--- src/sv/ebt_pkg.sv ---
`default_nettype none

package ebt_pkg;

   localparam int BASE_W = 16;
   localparam int CNT_W  = 8;
   localparam int DEFAULT_MAX_TIMEOUT_MS = 60000;

   localparam int CSR_AW = 5;
   localparam int CSR_DW = 32;

   localparam logic [2:0] REG_EXP_MODE     = 3'd0;
   localparam logic [2:0] REG_CAP_ENABLE   = 3'd1;
   localparam logic [2:0] REG_CAP_MS       = 3'd2;
   localparam logic [2:0] REG_LIMIT_ENABLE = 3'd3;
   localparam logic [2:0] REG_LIMIT        = 3'd4;

   localparam logic [BASE_W-1:0] CAP_RESET   = '1;
   localparam logic [CNT_W-1:0]  COUNT_SAT   = '1;

   typedef enum logic [1:0] {
      CMD_TICK     = 2'd0,
      CMD_START    = 2'd1,
      CMD_STOP     = 2'd2,
      CMD_SET_BASE = 2'd3
   } cmd_type;

   typedef struct packed {
      cmd_type           command;
      logic [BASE_W-1:0] new_base_ms;
   } req_type;

   typedef struct packed {
      logic              expired;
      logic              running_now;
      logic [CNT_W-1:0]  expiry_total;
      logic [BASE_W-1:0] loaded_timeout_ms;
      logic              base_error;
   } rsp_type;

   typedef struct packed {
      logic              exp_mode;
      logic              cap_enable;
      logic [BASE_W-1:0] cap_ms;
      logic              limit_enable;
      logic [CNT_W-1:0]  limit;
   } cfg_type;

   // Controller to datapath.
   typedef struct packed {
      logic load;
      logic step;
   } dp_cmd_type;

   // Datapath to controller.
   typedef struct packed {
      logic need_double;
      logic step_done;
      logic rsp_full;
   } dp_status_type;

endpackage

`default_nettype wire

--- src/sv/ebt_csr.sv ---
`default_nettype none

module ebt_csr (
   input  wire                          clock,
   input  wire                          reset,
   input  wire                          psel,
   input  wire                          penable,
   input  wire                          pwrite,
   input  wire [ebt_pkg::CSR_AW-1:0]    paddr,
   input  wire [ebt_pkg::CSR_DW-1:0]    pwdata,
   output logic [ebt_pkg::CSR_DW-1:0]   prdata,
   output logic                         pready,
   output ebt_pkg::cfg_type             cfg
);
   import ebt_pkg::*;

   cfg_type    cfg_ff;
   cfg_type    cfg_in;
   logic [2:0] reg_index;
   logic       wr_en;

   assign reg_index = paddr[4:2];
   assign wr_en     = psel && penable && pwrite;
   assign pready    = 1'b1;
   assign cfg       = cfg_ff;

   always_comb begin
      cfg_in = cfg_ff;
      if (wr_en) begin
         unique case (reg_index)
            REG_EXP_MODE:     cfg_in.exp_mode     = pwdata[0];
            REG_CAP_ENABLE:   cfg_in.cap_enable   = pwdata[0];
            REG_CAP_MS:       cfg_in.cap_ms       = pwdata[BASE_W-1:0];
            REG_LIMIT_ENABLE: cfg_in.limit_enable = pwdata[0];
            REG_LIMIT:        cfg_in.limit        = pwdata[CNT_W-1:0];
            default:          cfg_in = cfg_ff;
         endcase
      end
   end

   always_comb begin
      unique case (reg_index)
         REG_EXP_MODE:     prdata = CSR_DW'(cfg_ff.exp_mode);
         REG_CAP_ENABLE:   prdata = CSR_DW'(cfg_ff.cap_enable);
         REG_CAP_MS:       prdata = CSR_DW'(cfg_ff.cap_ms);
         REG_LIMIT_ENABLE: prdata = CSR_DW'(cfg_ff.limit_enable);
         REG_LIMIT:        prdata = CSR_DW'(cfg_ff.limit);
         default:          prdata = '0;
      endcase
   end

   always_ff @(posedge clock) begin
      if (reset) begin
         cfg_ff.exp_mode     <= 1'b0;
         cfg_ff.cap_enable   <= 1'b0;
         cfg_ff.cap_ms       <= CAP_RESET;
         cfg_ff.limit_enable <= 1'b0;
         cfg_ff.limit        <= '0;
      end else begin
         cfg_ff <= cfg_in;
      end
   end

endmodule

`default_nettype wire

--- src/sv/ebt_ctrl.sv ---
`default_nettype none

module ebt_ctrl (
   input  wire                    clock,
   input  wire                    reset,
   input  wire                    req_valid,
   output logic                   req_stall,
   input  ebt_pkg::dp_status_type status,
   output ebt_pkg::dp_cmd_type    cmd
);
   import ebt_pkg::*;

   typedef enum logic {
      ST_IDLE,
      ST_DOUBLE
   } state_type;

   state_type state_ff;
   state_type state_in;
   logic      can_take;

   // A new beat may enter while the previous result is leaving.
   assign can_take  = (state_ff == ST_IDLE) && !status.rsp_full;
   assign req_stall = !can_take;

   always_comb begin
      cmd.load = can_take && req_valid;
      cmd.step = (state_ff == ST_DOUBLE);
      state_in = state_ff;
      unique case (state_ff)
         ST_IDLE: begin
            if (cmd.load && status.need_double) begin
               state_in = ST_DOUBLE;
            end
         end
         ST_DOUBLE: begin
            if (status.step_done) begin
               state_in = ST_IDLE;
            end
         end
         default: state_in = ST_IDLE;
      endcase
   end

   always_ff @(posedge clock) begin
      if (reset) begin
         state_ff <= ST_IDLE;
      end else begin
         state_ff <= state_in;
      end
   end

endmodule

`default_nettype wire

--- src/sv/ebt_datapath.sv ---
`default_nettype none

module ebt_datapath #(
   parameter int MAX_TIMEOUT_MS = ebt_pkg::DEFAULT_MAX_TIMEOUT_MS
) (
   input  wire                     clock,
   input  wire                     reset,
   input  ebt_pkg::cfg_type        cfg,
   input  ebt_pkg::req_type        req_data,
   input  wire                     rsp_stall,
   output logic                    rsp_valid,
   output ebt_pkg::rsp_type        rsp_data,
   input  ebt_pkg::dp_cmd_type     cmd,
   output ebt_pkg::dp_status_type  status
);
   import ebt_pkg::*;

   localparam int TW = BASE_W + 1;
   localparam logic [TW-1:0]     MAX_T  = TW'(MAX_TIMEOUT_MS);
   localparam logic [BASE_W-1:0] MAX_16 = BASE_W'(MAX_TIMEOUT_MS);

   logic [BASE_W-1:0] remaining_ff, remaining_in;
   logic [CNT_W-1:0]  count_ff, count_in;
   logic              running_ff, running_in;
   logic [BASE_W-1:0] base_ff, base_in;
   logic [TW-1:0]     t_ff, t_in;
   logic [CNT_W-1:0]  n_ff, n_in;
   logic              rsp_valid_ff, rsp_valid_in;
   rsp_type           rsp_ff, rsp_in;

   logic [CNT_W-1:0]  cnt_inc;
   logic              run_keep;
   logic              expiring;
   logic              loop_end;
   logic [TW-1:0]     t_dbl;
   logic              capped;
   logic [BASE_W-1:0] dbl_result;

   assign cnt_inc  = (count_ff == COUNT_SAT) ? count_ff : count_ff + 1'b1;
   assign run_keep = !cfg.limit_enable || (cnt_inc <= cfg.limit);
   assign expiring = (req_data.command == CMD_TICK) && running_ff && (remaining_ff <= 1);

   // One doubling per cycle; the loop ends on count exhausted, the maximum
   // reached or the cap exceeded. A zero base can never grow, so it ends the loop at once.
   assign loop_end   = (n_ff == '0) || (t_ff >= MAX_T) || (t_ff == '0);
   assign t_dbl      = {t_ff[BASE_W-1:0], 1'b0};
   assign capped     = cfg.cap_enable && (t_dbl > {1'b0, cfg.cap_ms});
   assign dbl_result = loop_end ? ((t_ff > MAX_T) ? MAX_16 : t_ff[BASE_W-1:0]) : cfg.cap_ms;

   assign status.need_double = expiring && run_keep && cfg.exp_mode;
   assign status.step_done   = loop_end || capped;
   assign status.rsp_full    = rsp_valid_ff && rsp_stall;

   assign rsp_valid = rsp_valid_ff;
   assign rsp_data  = rsp_ff;

   always_comb begin
      remaining_in = remaining_ff;
      count_in     = count_ff;
      running_in   = running_ff;
      base_in      = base_ff;
      t_in         = t_ff;
      n_in         = n_ff;
      rsp_in       = rsp_ff;
      rsp_valid_in = rsp_valid_ff && rsp_stall;

      if (cmd.load) begin
         rsp_in.expired           = 1'b0;
         rsp_in.running_now       = running_ff;
         rsp_in.expiry_total      = count_ff;
         rsp_in.loaded_timeout_ms = '0;
         rsp_in.base_error        = 1'b0;
         rsp_valid_in             = !status.need_double;
         unique case (req_data.command)
            CMD_TICK: begin
               if (running_ff) begin
                  if (!expiring) begin
                     remaining_in = remaining_ff - 1'b1;
                  end else begin
                     count_in              = cnt_inc;
                     running_in            = run_keep;
                     rsp_in.expired        = 1'b1;
                     rsp_in.running_now    = run_keep;
                     rsp_in.expiry_total   = cnt_inc;
                     if (!run_keep) begin
                        remaining_in = '0;
                     end else if (cfg.exp_mode) begin
                        t_in = {1'b0, base_ff};
                        n_in = cnt_inc;
                     end else begin
                        remaining_in             = base_ff;
                        rsp_in.loaded_timeout_ms = base_ff;
                     end
                  end
               end
            end
            CMD_START: begin
               running_in               = 1'b1;
               count_in                 = '0;
               remaining_in             = base_ff;
               rsp_in.running_now       = 1'b1;
               rsp_in.expiry_total      = '0;
               rsp_in.loaded_timeout_ms = base_ff;
            end
            CMD_STOP: begin
               running_in          = 1'b0;
               count_in            = '0;
               remaining_in        = '0;
               rsp_in.running_now  = 1'b0;
               rsp_in.expiry_total = '0;
            end
            CMD_SET_BASE: begin
               if ({1'b0, req_data.new_base_ms} > MAX_T) begin
                  rsp_in.base_error = 1'b1;
               end else begin
                  base_in = req_data.new_base_ms;
               end
            end
            default: rsp_in = rsp_ff;
         endcase
      end else if (cmd.step) begin
         if (status.step_done) begin
            remaining_in             = dbl_result;
            rsp_in.expired           = 1'b1;
            rsp_in.running_now       = 1'b1;
            rsp_in.expiry_total      = count_ff;
            rsp_in.loaded_timeout_ms = dbl_result;
            rsp_in.base_error        = 1'b0;
            rsp_valid_in             = 1'b1;
         end else begin
            t_in = t_dbl;
            n_in = n_ff - 1'b1;
         end
      end
   end

   always_ff @(posedge clock) begin
      if (reset) begin
         remaining_ff <= '0;
         count_ff     <= '0;
         running_ff   <= 1'b0;
         base_ff      <= '0;
         rsp_valid_ff <= 1'b0;
      end else begin
         remaining_ff <= remaining_in;
         count_ff     <= count_in;
         running_ff   <= running_in;
         base_ff      <= base_in;
         rsp_valid_ff <= rsp_valid_in;
      end
   end

   always_ff @(posedge clock) begin
      t_ff   <= t_in;
      n_ff   <= n_in;
      rsp_ff <= rsp_in;
   end

endmodule

`default_nettype wire

--- src/sv/exponential_backoff_timer.sv ---
// For most commands a beat's result is valid in the cycle after it is accepted.
// A tick that expires with exponential reload runs the doubling unit, one
// doubling per cycle (at most 16 doublings), before its result is registered.
// Throughput: one beat per cycle while the result is not stalled, except during a doubling sequence.
// Reset is synchronous: timer state clears, registers return to defaults.
`default_nettype none

module exponential_backoff_timer #(
   parameter int MAX_TIMEOUT_MS = ebt_pkg::DEFAULT_MAX_TIMEOUT_MS
) (
   input  wire                         clock,
   input  wire                         reset,
   input  wire                         req_valid,
   output logic                        req_stall,
   input  ebt_pkg::req_type            req_data,
   output logic                        rsp_valid,
   input  wire                         rsp_stall,
   output ebt_pkg::rsp_type            rsp_data,
   input  wire                         psel,
   input  wire                         penable,
   input  wire                         pwrite,
   input  wire [ebt_pkg::CSR_AW-1:0]   paddr,
   input  wire [ebt_pkg::CSR_DW-1:0]   pwdata,
   output logic [ebt_pkg::CSR_DW-1:0]  prdata,
   output logic                        pready
);
   import ebt_pkg::*;

   cfg_type       cfg;
   dp_cmd_type    dp_cmd;
   dp_status_type dp_status;

   ebt_csr u_csr (
      .clock   (clock),
      .reset   (reset),
      .psel    (psel),
      .penable (penable),
      .pwrite  (pwrite),
      .paddr   (paddr),
      .pwdata  (pwdata),
      .prdata  (prdata),
      .pready  (pready),
      .cfg     (cfg)
   );

   ebt_ctrl u_ctrl (
      .clock     (clock),
      .reset     (reset),
      .req_valid (req_valid),
      .req_stall (req_stall),
      .status    (dp_status),
      .cmd       (dp_cmd)
   );

   ebt_datapath #(
      .MAX_TIMEOUT_MS (MAX_TIMEOUT_MS)
   ) u_datapath (
      .clock     (clock),
      .reset     (reset),
      .cfg       (cfg),
      .req_data  (req_data),
      .rsp_stall (rsp_stall),
      .rsp_valid (rsp_valid),
      .rsp_data  (rsp_data),
      .cmd       (dp_cmd),
      .status    (dp_status)
   );

endmodule

`default_nettype wire

--- config.mk ---
export PLATFORM = sky130hd
export DESIGN_NAME = exponential_backoff_timer
export DESIGN_NICKNAME = d
export VERILOG_FILES = /design/src/sv/ebt_pkg.sv /design/src/sv/ebt_csr.sv /design/src/sv/ebt_ctrl.sv /design/src/sv/ebt_datapath.sv /design/src/sv/exponential_backoff_timer.sv
export SDC_FILE = /design/constraint.sdc
export NUM_CORES = 1
export LEC_CHECK = 0
export BUFFER_PORTS_ARGS = -buffer_cell sky130_fd_sc_hd__buf_2
export CAP_MARGIN = 25
export CORE_MARGIN = 10
export CORE_UTILIZATION = 57
export CTS_BUF_LIST = sky130_fd_sc_hd__clkbuf_8 sky130_fd_sc_hd__clkbuf_16
export CTS_CLUSTER_DIAMETER = 60
export DETAILED_ROUTE_END_ITERATION = 8
export PLACE_DENSITY = 0.81
export SLEW_MARGIN = 5
export SYNTH_ARGS = -nofsm -noshare
export SYNTH_HDL_FRONTEND = slang
export SYNTH_HIERARCHICAL = 1
export SYNTH_SLANG_ARGS = --single-unit
--- constraint.sdc ---
create_clock -name clock -period 4.9 [get_ports clock]
set_input_delay 0.245 -clock clock [delete_from_list [all_inputs] [get_ports clock]]
set_output_delay 0.245 -clock clock [all_outputs]
set_load 0.005 [all_outputs]
==> results of run 1 <==
## power by group through the flow
stage          clock [mW]  combinational, mW  sequential [mW]
2_1_floorplan           0              0.248             1.13
3_3_place_gp            0              0.328             1.14
3_5_place_dp            0              0.335             1.14
4_1_cts              1.25              0.342             1.12
5_1_grt              1.30              0.378             1.12
6_report             1.24              0.349             1.12
## final timing paths
kind                                     from                     endpoint  slack (ns)  cells past startpoint
setup / recovery       u_datapath/count_ff[0]       u_datapath/rsp_data[4]        0.75                     15
setup reg to reg       u_datapath/count_ff[0]       u_datapath/rsp_data[4]        0.75                     15
hold / removal                      pwdata[8]                u_csr/cfg[17]        0.07                      3
hold reg to reg   u_datapath/remaining_ff[15]  u_datapath/remaining_ff[15]        0.50                      2
## worst min-delay path: cells and delay by family
kind,cells,cell delay (ns)
AND/OR/NAND/NOR,1,0.03
multiplexers,1,0.11
buffers and inverters,1,0.07
## final cells by class
cell class	count	area (um2)
Antenna cell	1	2.502
Timing Repair Buffer	99	555.5
Tap cell	172	215.2
Multi-Input combinational cell	594	4028
Fill cell	1007	4172
Clock inverter	11	102.6
Clock buffer	21	491.7
Sequential cell	122	2963
Inverter	65	244.0
## per-layer routing
metal	up-vias	wire length, um
met5	-	0
met4	0	656
met3	51	1452
met2	289	9798
met1	3158	8370
li1	3096	-
## logic make-up (layout without fill, tap and decap cells)
family | count (synthesis) | after routing
compound gates | 217 | 217
flops | 122 | 122
other cells | 2 | 18
xor+xnor | 20 | 20
simple gates | 258 | 258
mux | 51 | 51
fa+ha+maj | 31 | 31
buf+inv | 123 | 196
## flip-flops by register name, summed over array words and instances (netlist names)
name / count
u_csr/cfg: 27
u_datapath/running_ff: 1
u_datapath/n_ff: 8
u_ctrl/state_ff: 1
u_datapath/t_ff: 17
u_datapath/base_ff: 16
u_datapath/remaining_ff: 16
u_datapath/count_ff: 8
u_datapath/rsp_valid: 1
u_datapath/rsp_data: 27
## Yosys cell counts (4+ instances only)
cell	number
a21o_1	16
a21oi_1	55
a221oi_1	4
a221oi_2	4
a22oi_1	8
a31o_2	7
a31oi_1	17
a32oi_1	4
and2_1	14
and3_1	5
buf_4	21
buf_6	4
clkbuf_1	28
dfxtp_1	70
edfxtp_1	52
ha_1	31
inv_1	65
mux2_2	16
mux2i_1	35
nand2_1	48
nand2b_1	22
nand3_1	20
nand4_1	8
nor2_1	67
nor2b_1	9
nor3_1	14
nor4_1	7
o21a_1	6
o21ai_0	56
o31a_1	5
or3b_2	12
xnor2_1	15
xor2_1	5
==> metrics.csv, run 1 <==
metric,value,unit
status,"finished, final reports clean",
fp.dieW,134.9,um
critPathSlowestCell,o21a_1,
yosys.area_share.adder,5.159,%
crit_chain,ha_1 -> nand2_1 -> nor2_1 -> nand3_1 -> nand4_1 -> xnor2_1 -> ha_1 -> a211oi_1 -> nor2_1 -> nor4bb_1 -> buf_4 -> o21ai_2 -> nor3_2 -> o21a_1 -> o2bb2ai_1,
drtIter0Drc,634,
drtAntennaViolNets,0,
rows,41,
layout_common_cells,"88 x buf_2, 70 x dfxtp_1, 69 x inv_1",
cts_made_buffers,17,
combPwrFrac,12.9,%
io_buffers,88,
max_freq,0.2412,GHz
areaGrowthSynthToFinish,14.41,%
busiest_layer,met2,
cts_root_buffer,clkbuf_16,
crit_required,5.14,ns
grt_pass1_wl,32.17,mm
finalCoreUtilization,67.34,%
drv_slew,0,
swShare,24.74,%
maxCapViolCount,0,
syn_area_per_cell,9.124,um2
clock_path_buffers,2,
clk-insertion-delay-late,0.43,ns
syn-cell-area,7518,um2
final_cells,1085,
gp_congestion,0.9507,
setup_viol,0,
coreArea,12770,um2
rsz0062_at_grt,false,
crit_type,flip-flop to flip-flop,
yosysTopAreaCellShare,20.77,%
yosysTopAreaCell,edfxtp_1,
clock_skew,0.006504,ns
routed_wl,20.28,mm
synth-xor-area-share,2.330,%
powerDensity,315.3,nW/um2
grtUsageMet3,6.083,%
start_kind,flip-flop,
pre_cts_slack,0.8355,ns
critPathArrivalTime,4.38,ns
cts.sinks,122,
yosysSeqAreaShare,39.41,%
grt_use_met1,26.29,%
clk_pin_slew,0.06,ns
synthMuxAreaShare,7.056,%
synth_edf_count,52,
initial_utilization,58.86,%
p_sw,0.6712,mW
async_reset_ff_share,0,%
worstMarginPinSlew,0.8611,ns
hold_viol,0,
relSlewSlack,42.34,%
ctsHtreeMaxLevel,4,
yosys.area_share.simple,19.04,%
grt_usage,22.13,%
peakVddDrop,0.3139,mV
layout_commonest_cell,buf_2,
ys_types,79,
syn_inst,824,
synth_compound_area_share,19.07,%
cp_max_fo,11,
layout-drive-gt1-share,20.29,%
grt_remaining_overflow,0,
hp-class,input port to flip-flop,
path_buf_inv,1,
cts_tree,built,
worstSetupEndpointType,flip-flop,
drc,0,
period_share,84.61,%
met2_usage,36.64,%
io_pins,124,
dieArea,18180,um2
ys_ff_latch,122,
vias,6594,
crit_family,simple AND/OR/NAND/NOR gates,
hold_buffers,0,
post-route-min-period,4.146,ns
grt_pass1_vias,6336,
p_int,2.041,mW
placedCellCount,1052,
via_per_inst,6.077,
p_leak,3.604,nW
final_cell_area,8602,um2
grt_max_degree,70,
p_seq_share,41.3,%
dpl_cell_area,8005,um2
antenna_found_initial,0,
ys.warnings.count,6,
final_nets,992,
power.total,2.713,mW
setup_slack,0.7540,ns
clockPowerShare,45.9,%
whs,0.07450,ns
synthFlopType,dfxtp_1,
slowest_delay,0.48,ns
synthTopCellsByArea,"edfxtp_1 21%, dfxtp_1 19%, ha_1 5.2%",
place_hpwl,14.82,mm
cts_setup_buffers,0,
firstDrtPassIters,5,
cts_resized,0,
die_h,134.9,um
wl_per_cell,18.69,um
finalSetupTns,0,ns
synth_top_family_by_area,compound AO/OA/AOI/OAI gates,
(Power assumes the default switching activity.)
==> inputs of run 2 (changes only) <==
--- a/config.mk
+++ b/config.mk
@@ -5,14 +5,15 @@
 export SDC_FILE = /design/constraint.sdc
 export NUM_CORES = 1
 export LEC_CHECK = 0
+export ABC_AREA = 1
 export BUFFER_PORTS_ARGS = -buffer_cell sky130_fd_sc_hd__buf_2
 export CAP_MARGIN = 25
 export CORE_MARGIN = 10
-export CORE_UTILIZATION = 57
+export CORE_UTILIZATION = 52
 export CTS_BUF_LIST = sky130_fd_sc_hd__clkbuf_8 sky130_fd_sc_hd__clkbuf_16
 export CTS_CLUSTER_DIAMETER = 60
 export DETAILED_ROUTE_END_ITERATION = 8
-export PLACE_DENSITY = 0.81
+export PLACE_DENSITY = 0.77
 export SLEW_MARGIN = 5
 export SYNTH_ARGS = -nofsm -noshare
 export SYNTH_HDL_FRONTEND = slang
==> constraint.sdc (replaced) <==
create_clock -name clock -period 3.6 [get_ports clock]
set_input_delay 0.18 -clock clock [delete_from_list [all_inputs] [get_ports clock]]
set_output_delay 0.18 -clock clock [all_outputs]
set_load 0.005 [all_outputs]
==> run 2 against run 1 <==
Against the previous run:
- synthesized cell count up 46%
- register-to-register slack worse by 0.48 ns
- sequential cell count unchanged
- clock skew up 0.0042 ns
- non-clock buffer count up 19
- sequential share of layout area down 2.5 points
- critical path type unchanged
- largest power group unchanged
==> metrics.csv, run 2 <==
metric,value,unit,change
rsz0062_at_grt,false,,
syn_area_per_cell,6.698,um2,-27%
power.total,3.747,mW,+38%
drv_slew,0,,unchanged
powerDensity,403.8,nW/um2,+28%
cts_setup_buffers,0,,unchanged
ctsHtreeMaxLevel,4,,unchanged
r2r_end,u_datapath/rsp_data[25],,
place_hpwl,16.86,mm,+14%
synthTopCellsByArea,"edfxtp_1 19%, nand2_1 18%, dfxtp_1 17%",,
drc,0,,unchanged
hold_buffers,13,,+13
clk-insertion-delay-late,0.43,ns,about the same
antenna_cells,0,,-1
yosysTopAreaCellShare,19.39,%,-1.4 points
critPathArrivalTime,3.47,ns,-0.91 ns
ys_ff_latch,122,,unchanged
vias,8025,,+22%
cts.sinks,122,,unchanged
post-route-min-period,3.329,ns,-0.8171 ns
via_per_inst,5.357,,-12%
fp.dieW,144.4,um,+7.1%
max_freq,0.3004,GHz,+25%
worstSetupEndpoint,u_datapath/rsp_data[25],,
cts_tree,built,,
pre_cts_slack,0.3663,ns,-0.4692 ns
crit_type,flip-flop to flip-flop,,
relSlewSlack,48.89,%,+6.6 points
io_pins,124,,unchanged
syn_inst,1202,,+46%
cts_root_buffer,clkbuf_16,,
grt_pass1_vias,7196,,+14%
clock_path_buffers,2,,unchanged
regToRegSetupSlack,0.27,ns,-0.48 ns
layout-drive-gt1-share,12.60,%,-7.7 points
yosysMostFrequentCell,nand2_1,,
synth_commonest_cells,"385 x nand2_1, 149 x inv_1, 141 x nor2_1",,
worstMarginPinSlew,0.7619,ns,-0.09922 ns
final_nets,1390,,+40%
yosysTopAreaCell,edfxtp_1,,
p_leak,4.734,nW,+31%
grt_usage,21.40,%,-0.72 points
cp_max_fo,9,,-2
areaGrowthSynthToFinish,15.24,%,
clock_skew,0.01075,ns,+0.004242 ns
drtIter0Drc,865,,+36%
grt_remaining_overflow,0,,unchanged
grt_max_degree,58,,-17%
maxCapViolCount,0,,unchanged
wl_per_cell,15.08,um,-19%
clk_pin_slew,0.06,ns,about the same
yosysSeqAreaShare,36.80,%,-2.6 points
cts_made_buffers,17,,unchanged
r2r-start,u_datapath/count_ff[0],,
start_kind,flip-flop,,
finalCoreUtilization,61.04,%,-6.3 points
die_h,144.4,um,+7.1%
gp_congestion,0.9345,,-1.7%
ys_types,46,,-42%
dpl_cell_area,8597,um2,+7.4%
crit_required,3.74,ns,-1.40 ns
synthFlopType,dfxtp_1,,
worstSetupEndpointType,flip-flop,,
dieArea,20860,um2,+15%
final_cell_area,9279,um2,+7.9%
worstSetupStartpoint,u_datapath/count_ff[0],,
status,"finished, final reports clean",,
syn-cell-area,8051,um2,+7.1%
setup_slack,0.2712,ns,-0.4829 ns
synth_edf_count,52,,unchanged
routed_wl,22.60,mm,+11%
layout_commonest_cell,nand2_1,,
ys.warnings.count,6,,unchanged
hold_viol,0,,unchanged
antenna_found_initial,0,,unchanged
peakVddDrop,0.3244,mV,+3.3%
rr_worst_depth,15,,unchanged
io_buffers,88,,unchanged
cts_resized,0,,unchanged
coreArea,15200,um2,+19%
firstDrtPassIters,6,,+1
finalSetupTns,0,ns,unchanged
setup_viol,0,,unchanged
drtAntennaViolNets,0,,unchanged
fill_cells,1443,,+43%
period_share,92.47,%,+7.9 points
layout_common_cells,"385 x nand2_1, 153 x inv_1, 140 x nor2_1",,
grt_pass1_wl,35.31,mm,+9.8%
rows,45,,+9.8%
initial_utilization,52.96,%,-5.9 points
async_reset_ff_share,0,%,unchanged
hp-class,input port to flip-flop,,
## run 2: power breakdown
part	internal, mW	switching (mW)	total, mW
Clock	0.984	0.603	1.59
Combinational	0.209	0.395	0.604
Sequential	1.51	0.0466	1.56
## run 2: cells by family (layout without fill, tap and decap cells)
kind of cell | after synthesis | count (layout) | share of synthesized area [%]
AOI/OAI and AO/OA | 139 | 139 | 9.091
xor gates and xnor gates | 12 | 12 | 1.305
adders and majority gates | 31 | 31 | 4.817
buffers and inverters | 215 | 308 | 11.62
DFF | 122 | 122 | 36.80
other | 2 | 17 | 0.09327
and+or+nand+nor | 681 | 681 | 36.27
## run 2: area by class of cell
| class | count | area [um2] | share of cell area [%] |
|---|---|---|---|
| flip-flops and latches | 122 | 2963 | 31.93 |
| repair buffers | 118 | 710.7 | 7.659 |
| clock inverters | 12 | 85.08 | 0.9169 |
| inverters | 158 | 598.1 | 6.446 |
| multi-input cells | 880 | 4220 | 45.48 |
| clock buffers | 20 | 466.7 | 5.030 |
| well taps | 188 | 235.2 | 2.535 |
## run 2: routing by layer
layer / track usage (%) / up-vias / routed length [um]
met4: 8.404 / 0 / 560
met1: 26.26 / 3660 / 9342
met2: 35.71 / 322 / 10910
met5: 0 / - / 0
met3: 4.723 / 44 / 1784
li1: - / 3999 / -
## run 2: metrics by stage
stage	hold slack [ns]	instances
floorplan	0.2424	1217
global placement	0.3916	1453
detailed placement	0.3963	1453
CTS	0.001379	1498
global route	0.01754	1498
finish	0.01057	1498
## run 2: worst min path at each step
stage	from	endpoint	slack, ns	cells past startpoint
after floorplan	reset	u_ctrl/state_ff	0.24	1
after global placement	pwdata[9]	u_csr/cfg[18]	0.39	3
after CTS	pwdata[5]	u_csr/cfg[14]	0.001	3
final	pwdata[5]	u_csr/cfg[14]	0.01	3
after global routing	pwdata[5]	u_csr/cfg[14]	0.02	3
after detailed placement	pwdata[8]	u_csr/cfg[17]	0.40	3
## run 2: worst max-delay path: stages (launching register included)
cell and delay (ns):
dfxtp_1 0.42, ha_1 0.22, nand2_1 0.09, nor3_2 0.24
nand3_2 0.23, a21oi_1 0.36, ha_1 0.30, nand2_1 0.07
nor2_1 0.05, a21boi_0 0.17, nand2_1 0.19, buf_4 0.20
o21ai_0 0.14, inv_1 0.07, o21ai_0 0.17, nand3_1 0.11
